[config.mk]
export PLATFORM = sky130hd
export DESIGN_NAME = status_led_pattern_generator_core
export DESIGN_NICKNAME = d
export VERILOG_FILES = /design/src/hdl/slpg_pkg.sv /design/src/hdl/status_led_pattern_generator_core.sv
export SDC_FILE = /design/constraint.sdc
export NUM_CORES = 1
export LEC_CHECK = 0
export BUFFER_PORTS_ARGS = -buffer_cell sky130_fd_sc_hd__buf_4
export CAP_MARGIN = 25
export CORE_UTILIZATION = 49
export DETAILED_ROUTE_END_ITERATION = 8
export PLACE_DENSITY = 0.77
export SYNTH_ARGS = -nofsm -noshare
export SYNTH_HDL_FRONTEND = slang
export SYNTH_SLANG_ARGS = --single-unit
[constraint.sdc]
create_clock -name clk -period 11.2 [get_ports clk]
set_input_delay 0.56 -clock clk [delete_from_list [all_inputs] [get_ports clk]]
set_output_delay 0.56 -clock clk [all_outputs]
set_load 0.005 [all_outputs]
[src/hdl/slpg_pkg.sv]
// Shared types, constants and the breathing table for the status-LED duty generator.
// Depends on nothing; imported by the core and by its checker.
package slpg_pkg;

  // Default width of the free-running tick counter.
  localparam int unsigned CounterWidthDefault = 32;

  // Operation codes of an input word.
  localparam logic OP_TICK   = 1'b0;
  localparam logic OP_SELECT = 1'b1;

  // LED modes, as carried on the result port.
  typedef enum logic [1:0] {
    MODE_OFF     = 2'd0,
    MODE_BREATH  = 2'd1,
    MODE_CONN    = 2'd2,
    MODE_FLASH   = 2'd3
  } mode_t;

  // Configuration register indexes.
  localparam int unsigned CfgIndexWidth = 2;
  localparam logic [CfgIndexWidth-1:0] CFG_ATTACK_GAIN    = 2'd0;
  localparam logic [CfgIndexWidth-1:0] CFG_RELEASE_GAIN   = 2'd1;
  localparam logic [CfgIndexWidth-1:0] CFG_SNAP_THRESHOLD = 2'd2;

  // Configuration reset values.
  localparam logic [7:0]  ATTACK_GAIN_RST    = 8'd115;
  localparam logic [7:0]  RELEASE_GAIN_RST   = 8'd51;
  localparam logic [15:0] SNAP_THRESHOLD_RST = 16'd131;

  // Breathing table: ten steps, indexed by the modulo-ten phase kept beside the counter.
  localparam int unsigned SineLen = 10;
  localparam int unsigned PhaseWidth = $clog2(SineLen);
  localparam logic [PhaseWidth-1:0] PHASE_LAST = PhaseWidth'(SineLen - 1);

  // Fixed duties.
  localparam logic [7:0] DUTY_CONN_SELECT = 8'd25;
  localparam logic [7:0] DUTY_FLASH_ON    = 8'd127;
  localparam logic [7:0] DUTY_ZERO        = 8'd0;

  // Connected-mode level to duty map: duty = (CONN_OFFSET + CONN_SCALE * s) >> 17.
  localparam int unsigned ConnSumWidth = 25;
  localparam logic [ConnSumWidth-1:0] CONN_OFFSET = 25'd3342336;
  localparam logic [8:0]              CONN_SCALE  = 9'd459;
  localparam int unsigned             ConnShift   = 17;

  // Where the second stage takes its duty from.
  typedef enum logic [1:0] {
    SRC_CONST  = 2'd0,
    SRC_CONN   = 2'd1,
    SRC_REPEAT = 2'd2
  } duty_src_t;

  function automatic logic [7:0] sine_duty(input logic [PhaseWidth-1:0] idx);
    logic [7:0] d;
    case (idx)
      4'd0:    d = 8'd38;
      4'd1:    d = 8'd60;
      4'd2:    d = 8'd74;
      4'd3:    d = 8'd74;
      4'd4:    d = 8'd60;
      4'd5:    d = 8'd38;
      4'd6:    d = 8'd15;
      4'd7:    d = 8'd1;
      4'd8:    d = 8'd1;
      4'd9:    d = 8'd15;
      default: d = 8'd0;
    endcase
    return d;
  endfunction

endpackage

[src/hdl/status_led_pattern_generator_core.sv]
// Status-LED duty generator core: tick/select words in, one duty word out per word.
// Depends on slpg_pkg for modes, register indexes, reset values and the breathing table.
//
// An accepted word passes the stage A register, then stage B, then the result register.
// Throughput: one word per cycle while out_ready holds; the state update sits in the first
// stage, the duty map in the second; a stage passes a word on whenever the next one moves.
// Reset (rst_n low, synchronous): pipeline empty, mode off, counter, level and last duty
// zero, configuration registers at their documented defaults.
module status_led_pattern_generator_core
  import slpg_pkg::*;
#(
  parameter int unsigned COUNTER_WIDTH = CounterWidthDefault
) (
  input  logic                     clk,
  input  logic                     rst_n,

  input  logic                     in_valid,
  output logic                     in_ready,
  input  logic                     in_operation,
  input  logic [1:0]               in_new_mode,
  input  logic [15:0]              in_target_level,
  input  logic                     in_haptics_enabled,

  output logic                     out_valid,
  input  logic                     out_ready,
  output logic [7:0]               out_led_duty,
  output logic [1:0]               out_current_mode,

  input  logic                     cfg_valid,
  output logic                     cfg_ready,
  input  logic [CfgIndexWidth-1:0] cfg_index,
  input  logic [15:0]              cfg_data
);

  // ---------------------------------------------------------------------------
  // Configuration registers. Writes are always taken; an index past the last
  // register is simply ignored.
  // ---------------------------------------------------------------------------
  logic [7:0]  attack_gain_r;
  logic [7:0]  release_gain_r;
  logic [15:0] snap_threshold_r;

  assign cfg_ready = 1'b1;

  always_ff @(posedge clk) begin
    if (!rst_n) begin
      attack_gain_r    <= ATTACK_GAIN_RST;
      release_gain_r   <= RELEASE_GAIN_RST;
      snap_threshold_r <= SNAP_THRESHOLD_RST;
    end else if (cfg_valid) begin
      case (cfg_index)
        CFG_ATTACK_GAIN:    attack_gain_r    <= cfg_data[7:0];
        CFG_RELEASE_GAIN:   release_gain_r   <= cfg_data[7:0];
        CFG_SNAP_THRESHOLD: snap_threshold_r <= cfg_data;
        default: ;
      endcase
    end
  end

  // ---------------------------------------------------------------------------
  // Pipeline flow control. Each stage moves when it holds a word and the stage
  // after it is empty or is itself moving on, so the input keeps flowing while
  // a finished word waits on the result port.
  // ---------------------------------------------------------------------------
  logic a_valid_r;
  logic b_valid_r;
  logic out_valid_r;
  logic a_adv;
  logic b_adv;

  assign b_adv    = b_valid_r && (!out_valid_r || out_ready);
  assign a_adv    = a_valid_r && (!b_valid_r || b_adv);
  assign in_ready = !a_valid_r || a_adv;

  always_ff @(posedge clk) begin
    if (!rst_n) begin
      a_valid_r   <= 1'b0;
      b_valid_r   <= 1'b0;
      out_valid_r <= 1'b0;
    end else begin
      if (in_ready)               a_valid_r   <= in_valid;
      if (!b_valid_r || b_adv)    b_valid_r   <= a_valid_r;
      if (!out_valid_r || out_ready) out_valid_r <= b_valid_r;
    end
  end

  // ---------------------------------------------------------------------------
  // Input register (stage A payload).
  // ---------------------------------------------------------------------------
  logic        a_op_r;
  logic [1:0]  a_new_mode_r;
  logic [15:0] a_target_r;
  logic        a_enabled_r;

  always_ff @(posedge clk) begin
    if (in_valid && in_ready) begin
      a_op_r       <= in_operation;
      a_new_mode_r <= in_new_mode;
      a_target_r   <= in_target_level;
      a_enabled_r  <= in_haptics_enabled;
    end
  end

  // ---------------------------------------------------------------------------
  // Block state. The counter keeps a modulo-ten phase beside it so that the
  // breathing table needs no divider; the phase returns to zero whenever the
  // counter itself does, including when it wraps.
  // ---------------------------------------------------------------------------
  mode_t                    mode_r,    mode_nxt;
  logic [COUNTER_WIDTH-1:0] counter_r, counter_nxt;
  logic [PhaseWidth-1:0]    phase_r,   phase_nxt;
  logic [15:0]              level_r,   level_nxt;
  logic [7:0]               last_duty_r;

  // Stage A working values.
  logic [COUNTER_WIDTH-1:0] counter_inc;
  logic [PhaseWidth-1:0]    phase_inc;
  logic [15:0]              target_eff;
  logic [15:0]              level_diff;
  logic [7:0]               gain_sel;
  logic [23:0]              gain_prod;
  logic [15:0]              level_step;
  logic [15:0]              level_moved;
  duty_src_t                src_nxt;
  logic [7:0]               const_duty_nxt;

  assign counter_inc = counter_r + COUNTER_WIDTH'(1);
  assign phase_inc   = (counter_inc == '0)    ? '0 :
                       (phase_r == PHASE_LAST) ? '0 :
                       phase_r + PhaseWidth'(1);

  // Envelope follower: one gain multiply on the distance to the target, the
  // attack gain when rising and the release gain when falling or level.
  assign target_eff  = a_enabled_r ? a_target_r : 16'd0;
  assign level_diff  = (target_eff > level_r) ? (target_eff - level_r) : (level_r - target_eff);
  assign gain_sel    = (target_eff > level_r) ? attack_gain_r : release_gain_r;
  assign gain_prod   = level_diff * gain_sel;
  assign level_step  = gain_prod[23:8];
  assign level_moved = (target_eff > level_r) ? (level_r + level_step) : (level_r - level_step);

  always_comb begin
    mode_nxt       = mode_r;
    counter_nxt    = counter_r;
    phase_nxt      = phase_r;
    level_nxt      = level_r;
    src_nxt        = SRC_REPEAT;
    const_duty_nxt = DUTY_ZERO;
    if (a_op_r == OP_TICK) begin
      counter_nxt = counter_inc;
      phase_nxt   = phase_inc;
      src_nxt     = SRC_CONST;
      case (mode_r)
        MODE_BREATH: const_duty_nxt = sine_duty(phase_inc);
        MODE_CONN: begin
          // Small levels are snapped to zero so the LED settles cleanly.
          level_nxt = (level_moved < snap_threshold_r) ? 16'd0 : level_moved;
          src_nxt   = SRC_CONN;
        end
        MODE_FLASH:  const_duty_nxt = counter_inc[1] ? DUTY_ZERO : DUTY_FLASH_ON;
        default:     const_duty_nxt = DUTY_ZERO;
      endcase
    end else begin
      case (a_new_mode_r)
        MODE_BREATH, MODE_FLASH: begin
          mode_nxt    = mode_t'(a_new_mode_r);
          counter_nxt = '0;
          phase_nxt   = '0;
        end
        MODE_CONN: begin
          mode_nxt       = MODE_CONN;
          src_nxt        = SRC_CONST;
          const_duty_nxt = DUTY_CONN_SELECT;
        end
        default: ;
      endcase
    end
  end

  always_ff @(posedge clk) begin
    if (!rst_n) begin
      mode_r    <= MODE_OFF;
      counter_r <= '0;
      phase_r   <= '0;
      level_r   <= '0;
    end else if (a_adv) begin
      mode_r    <= mode_nxt;
      counter_r <= counter_nxt;
      phase_r   <= phase_nxt;
      level_r   <= level_nxt;
    end
  end

  // ---------------------------------------------------------------------------
  // Stage B: the word carries a snapshot of the new level, so the level map
  // does not see updates made by the word behind it.
  // ---------------------------------------------------------------------------
  duty_src_t   b_src_r;
  logic [7:0]  b_const_duty_r;
  logic [15:0] b_level_r;
  mode_t       b_mode_r;

  always_ff @(posedge clk) begin
    if (a_adv) begin
      b_src_r        <= src_nxt;
      b_const_duty_r <= const_duty_nxt;
      b_level_r      <= level_nxt;
      b_mode_r       <= mode_nxt;
    end
  end

  // Level to duty: a constant scale and offset, giving 25 to 254.
  logic [ConnSumWidth-1:0] conn_sum;
  logic [7:0]              conn_duty;
  logic [7:0]              duty_nxt;

  assign conn_sum  = CONN_OFFSET + ConnSumWidth'(b_level_r) * ConnSumWidth'(CONN_SCALE);
  assign conn_duty = conn_sum[ConnShift +: 8];

  // A repeated duty reads last_duty_r, which the word ahead has already written
  // by the time this word reaches stage B.
  always_comb begin
    case (b_src_r)
      SRC_CONST:  duty_nxt = b_const_duty_r;
      SRC_CONN:   duty_nxt = conn_duty;
      SRC_REPEAT: duty_nxt = last_duty_r;
      default:    duty_nxt = DUTY_ZERO;
    endcase
  end

  // ---------------------------------------------------------------------------
  // Result register.
  // ---------------------------------------------------------------------------
  logic [7:0] out_duty_r;
  mode_t      out_mode_r;

  always_ff @(posedge clk) begin
    if (!rst_n) begin
      last_duty_r <= DUTY_ZERO;
    end else if (b_adv) begin
      last_duty_r <= duty_nxt;
    end
  end

  always_ff @(posedge clk) begin
    if (b_adv) begin
      out_duty_r <= duty_nxt;
      out_mode_r <= b_mode_r;
    end
  end

  assign out_valid        = out_valid_r;
  assign out_led_duty     = out_duty_r;
  assign out_current_mode = out_mode_r;

endmodule

==> flow_metrics.env, run 1 <==
export IMPL_synth_cell_area_um2=17100
export IMPL_finalCriticalPeriod_ps=11090
export IMPL_cp_max_fo=8
export IMPL_grt_max_degree=67
export IMPL_die_h_um=189
export IMPL_hp_class="in -> reg"
export IMPL_yosysUniqueCellTypes=95
export IMPL_synth_edf_count=57
export IMPL_cp_buffers_inverters=9
export IMPL_ys_warn_count=0
export IMPL_clock_latency_ps=440
export IMPL_worst_pin_slew_ps=924
export IMPL_synth_async_reset_ratio_pct=0
export IMPL_synth_seq_cells=154
export IMPL_h_tree_depth=4
export IMPL_holdPathStages=1
export IMPL_synth_compound_area_share_pct=14.1
export IMPL_slew_headroom_pct=38.2
export IMPL_postRouteAntennaNets=0
export IMPL_dieArea_um2=35600
export IMPL_crit_arrival_ps=11360
export IMPL_drt_iter0_markers=1130
export IMPL_synth_fp_nets=2377
export IMPL_drc=0
export IMPL_grtUsageTotal_pct=24.8
export IMPL_post_drt_via_cell_ratio=5.79
export IMPL_max_cap_violations=0
export IMPL_rrSetupSlack_ps=110
export IMPL_seq_area_frac_synth_pct=21.4
export IMPL_syn_inst=1992
export IMPL_skew_ps=20.9
export IMPL_crit_family="compound AO/OA/AOI/OAI gates"
export IMPL_synth_top_family_by_area="adder cells"
export IMPL_finalNetCount=2512
export IMPL_cts_tree="built"
export IMPL_wl_per_cell_um=17.4
export IMPL_synth_main_ff_cell="dfxtp_1"
export IMPL_coreArea_um2=33900
export IMPL_status="completed"
export IMPL_ios=56
export IMPL_grt_pass1_wl_mm=71.8
export IMPL_maxSlewViolCount=0
export IMPL_dp_hpwl_mm=34.2
export IMPL_place_congestion=0.967
export IMPL_num_rows=67
export IMPL_synthAdderAreaFrac_pct=31.0
export IMPL_cts_root_buffer="clkbuf_16"
export IMPL_vias=14992
export IMPL_fin_util_pct=59.8
export IMPL_synthMuxAreaShare_pct=3.53
export IMPL_finalHoldViolCount=0
export IMPL_setup_viol=0
export IMPL_finalWirelength_mm=45.1
export IMPL_initial_core_util_pct=50.4
export IMPL_synth_simple_area_share_pct=19.1
export IMPL_gr_total_overflow=0
export IMPL_clk_path_buf_depth=2
export IMPL_die_w_um=189
export IMPL_synth_avg_cell_area_um2=8.56
export IMPL_drive_gt1_share_pct=18.2
export IMPL_cts_made_buffers=17
export IMPL_cts_sinks=154
export IMPL_antenna_found_initial=2
export IMPL_period_share_pct=99.0
export IMPL_fmax_ghz=0.0902
export IMPL_area_delta_synth_final_pct=18.8
export IMPL_required_ps=11470
export IMPL_cp_slowest_stage_delay_ps=550
export IMPL_cp_num_cells=49
export IMPL_portBuffers=54
export IMPL_reg2reg_depth=49
export IMPL_crit_path_end_kind="flop"
export IMPL_synthXorXnorAreaFrac_pct=3.80
export IMPL_grt_pass1_vias=14656
export IMPL_path_class="reg -> reg"
export IMPL_startpoint_type="flop"
export IMPL_slowest_stage="fa_1"
export IMPL_path_clk_slew_ps=60
export IMPL_drt_pass1_iterations=5
[state kept, by name, indices dropped and copies added, names as in the netlist, 2 cells and up]
register          cells
a_new_mode_r          2
a_target_r           16
attack_gain_r         8
b_const_duty_r        7
b_level_r            16
b_mode_r              2
b_src_r               2
counter_r            32
last_duty_r           8
level_r              16
mode_r                2
out_current_mode      2
out_led_duty          8
phase_r               4
release_gain_r        8
snap_threshold_r     16
[path summary, 6_finish.rpt]
path,start,end
worst max-delay path,a_enabled_r,level_r[0]
worst min-delay path,in_target_level[13],a_target_r[13]
worst max register to register,a_enabled_r,level_r[0]
worst min register to register,b_mode_r[0],out_current_mode[0]
[layer usage]
layer	track usage (%)	vias up	wire length, um
li1	-	7103	-
met1	34.6	7275	19900
met2	40.4	542	21300
met3	3.39	72	2990
met4	6.48	0	922
met5	0	-	0
[cells by family (layout without fill, tap and decap cells)]
family	Yosys count	in the layout
AO/OA/AOI/OAI	365	365
AND/OR/NAND/NOR	690	690
flip-flops	154	154
buffers and inverters	307	455
adder cells (fa/ha/maj)	342	342
XOR/XNOR	74	74
multiplexers	59	59
other	1	3
[layout make-up]
cell class,instances,area [um2]
Multi-Input combinational cell,1531,13000
Timing Repair Buffer,201,1630
Sequential cell,154,3650
Tap cell,448,561
Antenna cell,2,5.00
Clock buffer,24,504
Fill cell,2864,13600
Inverter,222,833
Clock inverter,8,105
[stage by stage]
step / TNS (ps) / std cells / setup slack [ps] / hold WS, ps / cell area [um2]
CTS: 0 / 2555 / 20.2 / 295 / 19200
floorplan: 0 / 1992 / 4.09 / 400 / 17100
finish: 0 / 2590 / 114 / 300 / 20300
global placement: 0 / 2517 / 22.1 / 407 / 18500
detailed placement: -1720 / 2518 / -177 / 412 / 18600
global route: -1590 / 2589 / -156 / 297 / 20300
[worst register-to-register path, delay by kind of cell (launching register included)]
family | cells | cell delay [ps]
buffers and inverters | 9 | 1120
muxes | 1 | 210
adders and majority gates | 8 | 3060
AOI/OAI and AO/OA | 17 | 3460
xor gates and xnor gates | 4 | 850
and+or+nand+nor | 10 | 1740
DFF | 1 | 480
[synth_stat cells (5+ instances only)]
cell,instances,area (um2)
a211o_1,6,52.6
nand3b_1,10,75.1
o21a_1,17,128
nand2b_1,18,113
nand4_1,23,144
edfxtp_1,57,1710
or2_2,11,68.8
mux2_2,9,101
and3_1,18,113
o21ai_0,71,355
nor4_1,12,75.1
o211ai_1,9,67.6
a211oi_1,11,82.6
o21bai_1,5,37.5
nand2_1,190,713
clkbuf_1,68,255
nand3_1,57,285
o22ai_1,9,56.3
xor2_1,25,219
inv_1,220,826
a22oi_1,10,75.1
nor2_1,238,893
nor3_1,46,230
a31oi_1,25,156
nor2b_1,9,56.3
xnor2_1,49,429
dfxtp_1,97,1940
and2_1,11,68.8
fa_1,135,2700
o31ai_1,15,113
mux2i_1,50,500
ha_1,207,2590
a311oi_1,10,87.6
and4_1,9,78.8
buf_2,10,50.1
a21o_1,15,113
a21oi_1,107,536
[placed cells by master, fill, tap and decap left out, types with 16 or more instances in the layout]
master       n
nor2_1     230
inv_1      218
ha_1       184
buf_4      182
nand2_1    181
fa_1       134
a21oi_1     98
dfxtp_1     97
o21ai_0     60
edfxtp_1    57
nand3_1     56
xnor2_1     45
nor3_1      41
mux2i_1     41
nand4_1     23
a31oi_1     21
xor2_1      20
clkbuf_16   20
nand2b_1    18
and3_1      16
ha_4        16
[what timing repair did]
| item | 4_1_cts | 5_1_grt |
|---|---|---|
| endpoints found under the setup margin | 31 | 32 |
| pin swaps | 4 | 75 |
| resized for setup | 9 | 150 |
| hold buffers | 0 | 0 |
| cloned | 0 | 2 |
| setup buffers | 5 | 31 |
Power of run 1 is left out: the tool's default activity adds up to more than one toggle a clock period on the data nets, which glitch-free logic cannot reach.
==> run 2: changes to the inputs <==
--- a/config.mk
+++ b/config.mk
@@ -7,9 +7,9 @@
 export LEC_CHECK = 0
 export BUFFER_PORTS_ARGS = -buffer_cell sky130_fd_sc_hd__buf_4
 export CAP_MARGIN = 25
-export CORE_UTILIZATION = 49
+export CORE_UTILIZATION = 30
 export DETAILED_ROUTE_END_ITERATION = 8
-export PLACE_DENSITY = 0.77
+export PLACE_DENSITY = 0.55
 export SYNTH_ARGS = -nofsm -noshare
 export SYNTH_HDL_FRONTEND = slang
 export SYNTH_SLANG_ARGS = --single-unit
==> constraint.sdc (replaced) <==
create_clock -name clk -period 9.85 [get_ports clk]
set_input_delay 0.4925 -clock clk [delete_from_list [all_inputs] [get_ports clk]]
set_output_delay 0.4925 -clock clk [all_outputs]
set_load 0.005 [all_outputs]
==> flow_metrics.env, run 2 (synthesis results as in run 1) <==
export IMPL_cts_sinks=154
export IMPL_final_cell_mix="buf_4, nor2_1, inv_1, ha_1, nand2_1"
export IMPL_portBuffers=54
export IMPL_slew_headroom_pct=31.2
export IMPL_cp_num_cells=51
export IMPL_num_rows=87
export IMPL_violations="setup timing"
export IMPL_crit_arrival_ps=11190
export IMPL_finalCriticalPeriod_ps=10900
export IMPL_coreArea_um2=56300
export IMPL_cts_made_buffers=17
export IMPL_drive_gt1_share_pct=28.0
export IMPL_initial_core_util_pct=30.3
export IMPL_grtUsageTotal_pct=17.1
export IMPL_fin_cells=3104
export IMPL_r2r_end="level_r[0]"
export IMPL_wl_per_cell_um=15.9
export IMPL_postRouteAntennaNets=0
export IMPL_gr_total_overflow=0
export IMPL_largest_reg_flops=32
export IMPL_setup_viol=32
export IMPL_cts_root_buffer="clkbuf_16"
export IMPL_ios=56
export IMPL_startpoint_type="flop"
export IMPL_reg2reg_depth=51
export IMPL_skew_ps=18.8
export IMPL_regMostFlops="counter_r"
export IMPL_clk_path_buf_depth=2
export IMPL_maxSlewViolCount=0
export IMPL_n_antenna_cell=0
export IMPL_drc=0
export IMPL_clock_latency_ps=450
export IMPL_h_tree_depth=4
export IMPL_area_delta_synth_final_pct=32.4
export IMPL_dp_hpwl_mm=39.1
export IMPL_slowest_stage="fa_1"
export IMPL_die_w_um=240
export IMPL_status="complete, but fails checks"
export IMPL_path_class="reg -> reg"
export IMPL_grt_pass1_wl_mm=78.3
export IMPL_finalNetCount=2720
export IMPL_rrSetupSlack_ps=-1050
export IMPL_rsz0062_at_grt="yes"
export IMPL_layout_setup_ws_ps=-1050
export IMPL_fillers=5637
export IMPL_placed_cells=3020
export IMPL_hp_class="in -> reg"
export IMPL_post_drt_via_cell_ratio=4.93
export IMPL_grt_pass1_vias=15054
export IMPL_finalWirelength_mm=49.3
export IMPL_holdPathStages=1
export IMPL_place_congestion=0.877
export IMPL_worst_pin_slew_ps=1030
export IMPL_fin_area_um2=22600
export IMPL_period_share_pct=111
export IMPL_antenna_found_initial=0
export IMPL_die_h_um=240
export IMPL_cp_slowest_stage_delay_ps=540
export IMPL_finalHoldViolCount=0
export IMPL_path_clk_slew_ps=70
export IMPL_hold_end="a_new_mode_r[0]"
export IMPL_crit_family="adder cells"
export IMPL_grt_max_degree=69
export IMPL_vias=15300
export IMPL_postPlaceCellArea_um2=20700
export IMPL_max_cap_violations=0
export IMPL_required_ps=10130
export IMPL_fmax_ghz=0.0917
export IMPL_min_delay_start="in_new_mode[0]"
export IMPL_cts_tree="built"
export IMPL_drt_pass1_iterations=5
export IMPL_final_common_cell="buf_4"
export IMPL_cp_common_cell="buf_6"
export IMPL_cp_max_fo=10
export IMPL_worstReg2RegStart="a_enabled_r"
export IMPL_cp_buffers_inverters=11
export IMPL_crit_path_end_kind="flop"
export IMPL_dieArea_um2=57800
export IMPL_drt_iter0_markers=734
-- run 2: cell types whose count changed in the layout (fill, tap and decap cells not counted), sizes merged --
cell	before	now
buf	200	409
clkbuf	25	17
inv	224	231
clkinv	2	4
diode	2	0
bufinv	2	1
clkinvlp	2	1
-- run 2: worst reg2reg max path, delay by kind of cell (launching register included) --
kind	cells	cell delay, ps
flops	1	430
fa+ha+maj	8	3090
buf+inv	11	1430
xor+xnor	4	630
compound gates	12	2030
mux	1	210
simple gates	15	2940
-- run 2: final cells by class --
cell class	instances	area (um2)	area share, %
clock buffer	17	425	1.88
clock inverter	15	171	0.759
inverter	222	833	3.69
multi-input combinational	1531	13300	59.0
sequential	154	3650	16.2
tap	756	946	4.19
timing repair buffer	409	3220	14.3
-- run 2: what timing repair did --
| action | 4_1_cts | 5_1_grt |
|---|---|---|
| gates resized for setup | 116 | 78 |
| pin swaps | 66 | 52 |
| hold buffers | 0 | 0 |
| buffers inserted | 39 | 14 |
| gates cloned | 1 | 0 |
| setup endpoints to repair | 32 | 32 |
| endpoints found under the hold margin | 0 | 0 |
-- run 2: through the flow --
stage | setup TNS (ps) | worst slack, ps | utilization [%] | hold WS, ps
5_1_grt | -40430 | -1340 | 40.1 | 194
4_1_cts | -29150 | -997 | 39.4 | 193
3_5_place_dp | -44140 | -1490 | 36.8 | 412
6_report | -31240 | -1050 | 40.1 | 218
2_1_floorplan | -17600 | -656 | - | 400
3_3_place_gp | -39680 | -1360 | 36.7 | 412
-- run 2: worst max path at each step --
| stage | from | end | slack [ps] |
|---|---|---|---|
| finish | a_enabled_r | level_r[0] | -1050 |
| global route | a_enabled_r | level_r[0] | -1340 |
| CTS | a_enabled_r | b_level_r[11] | -1000 |
| detailed placement | a_enabled_r | level_r[0] | -1490 |
| global placement | a_enabled_r | level_r[0] | -1360 |
| floorplan | a_enabled_r | b_level_r[12] | -660 |
-- run 2: routing by layer --
layer	part of all wire, %	vias to the layer above	track usage [%]
li1	-	7505	-
met1	48	7447	23.9
met2	46	304	27.6
met3	4.0	44	2.18
met4	1.8	0	4.46
met5	0	-	0
Power of run 2 is left out for the same reason.
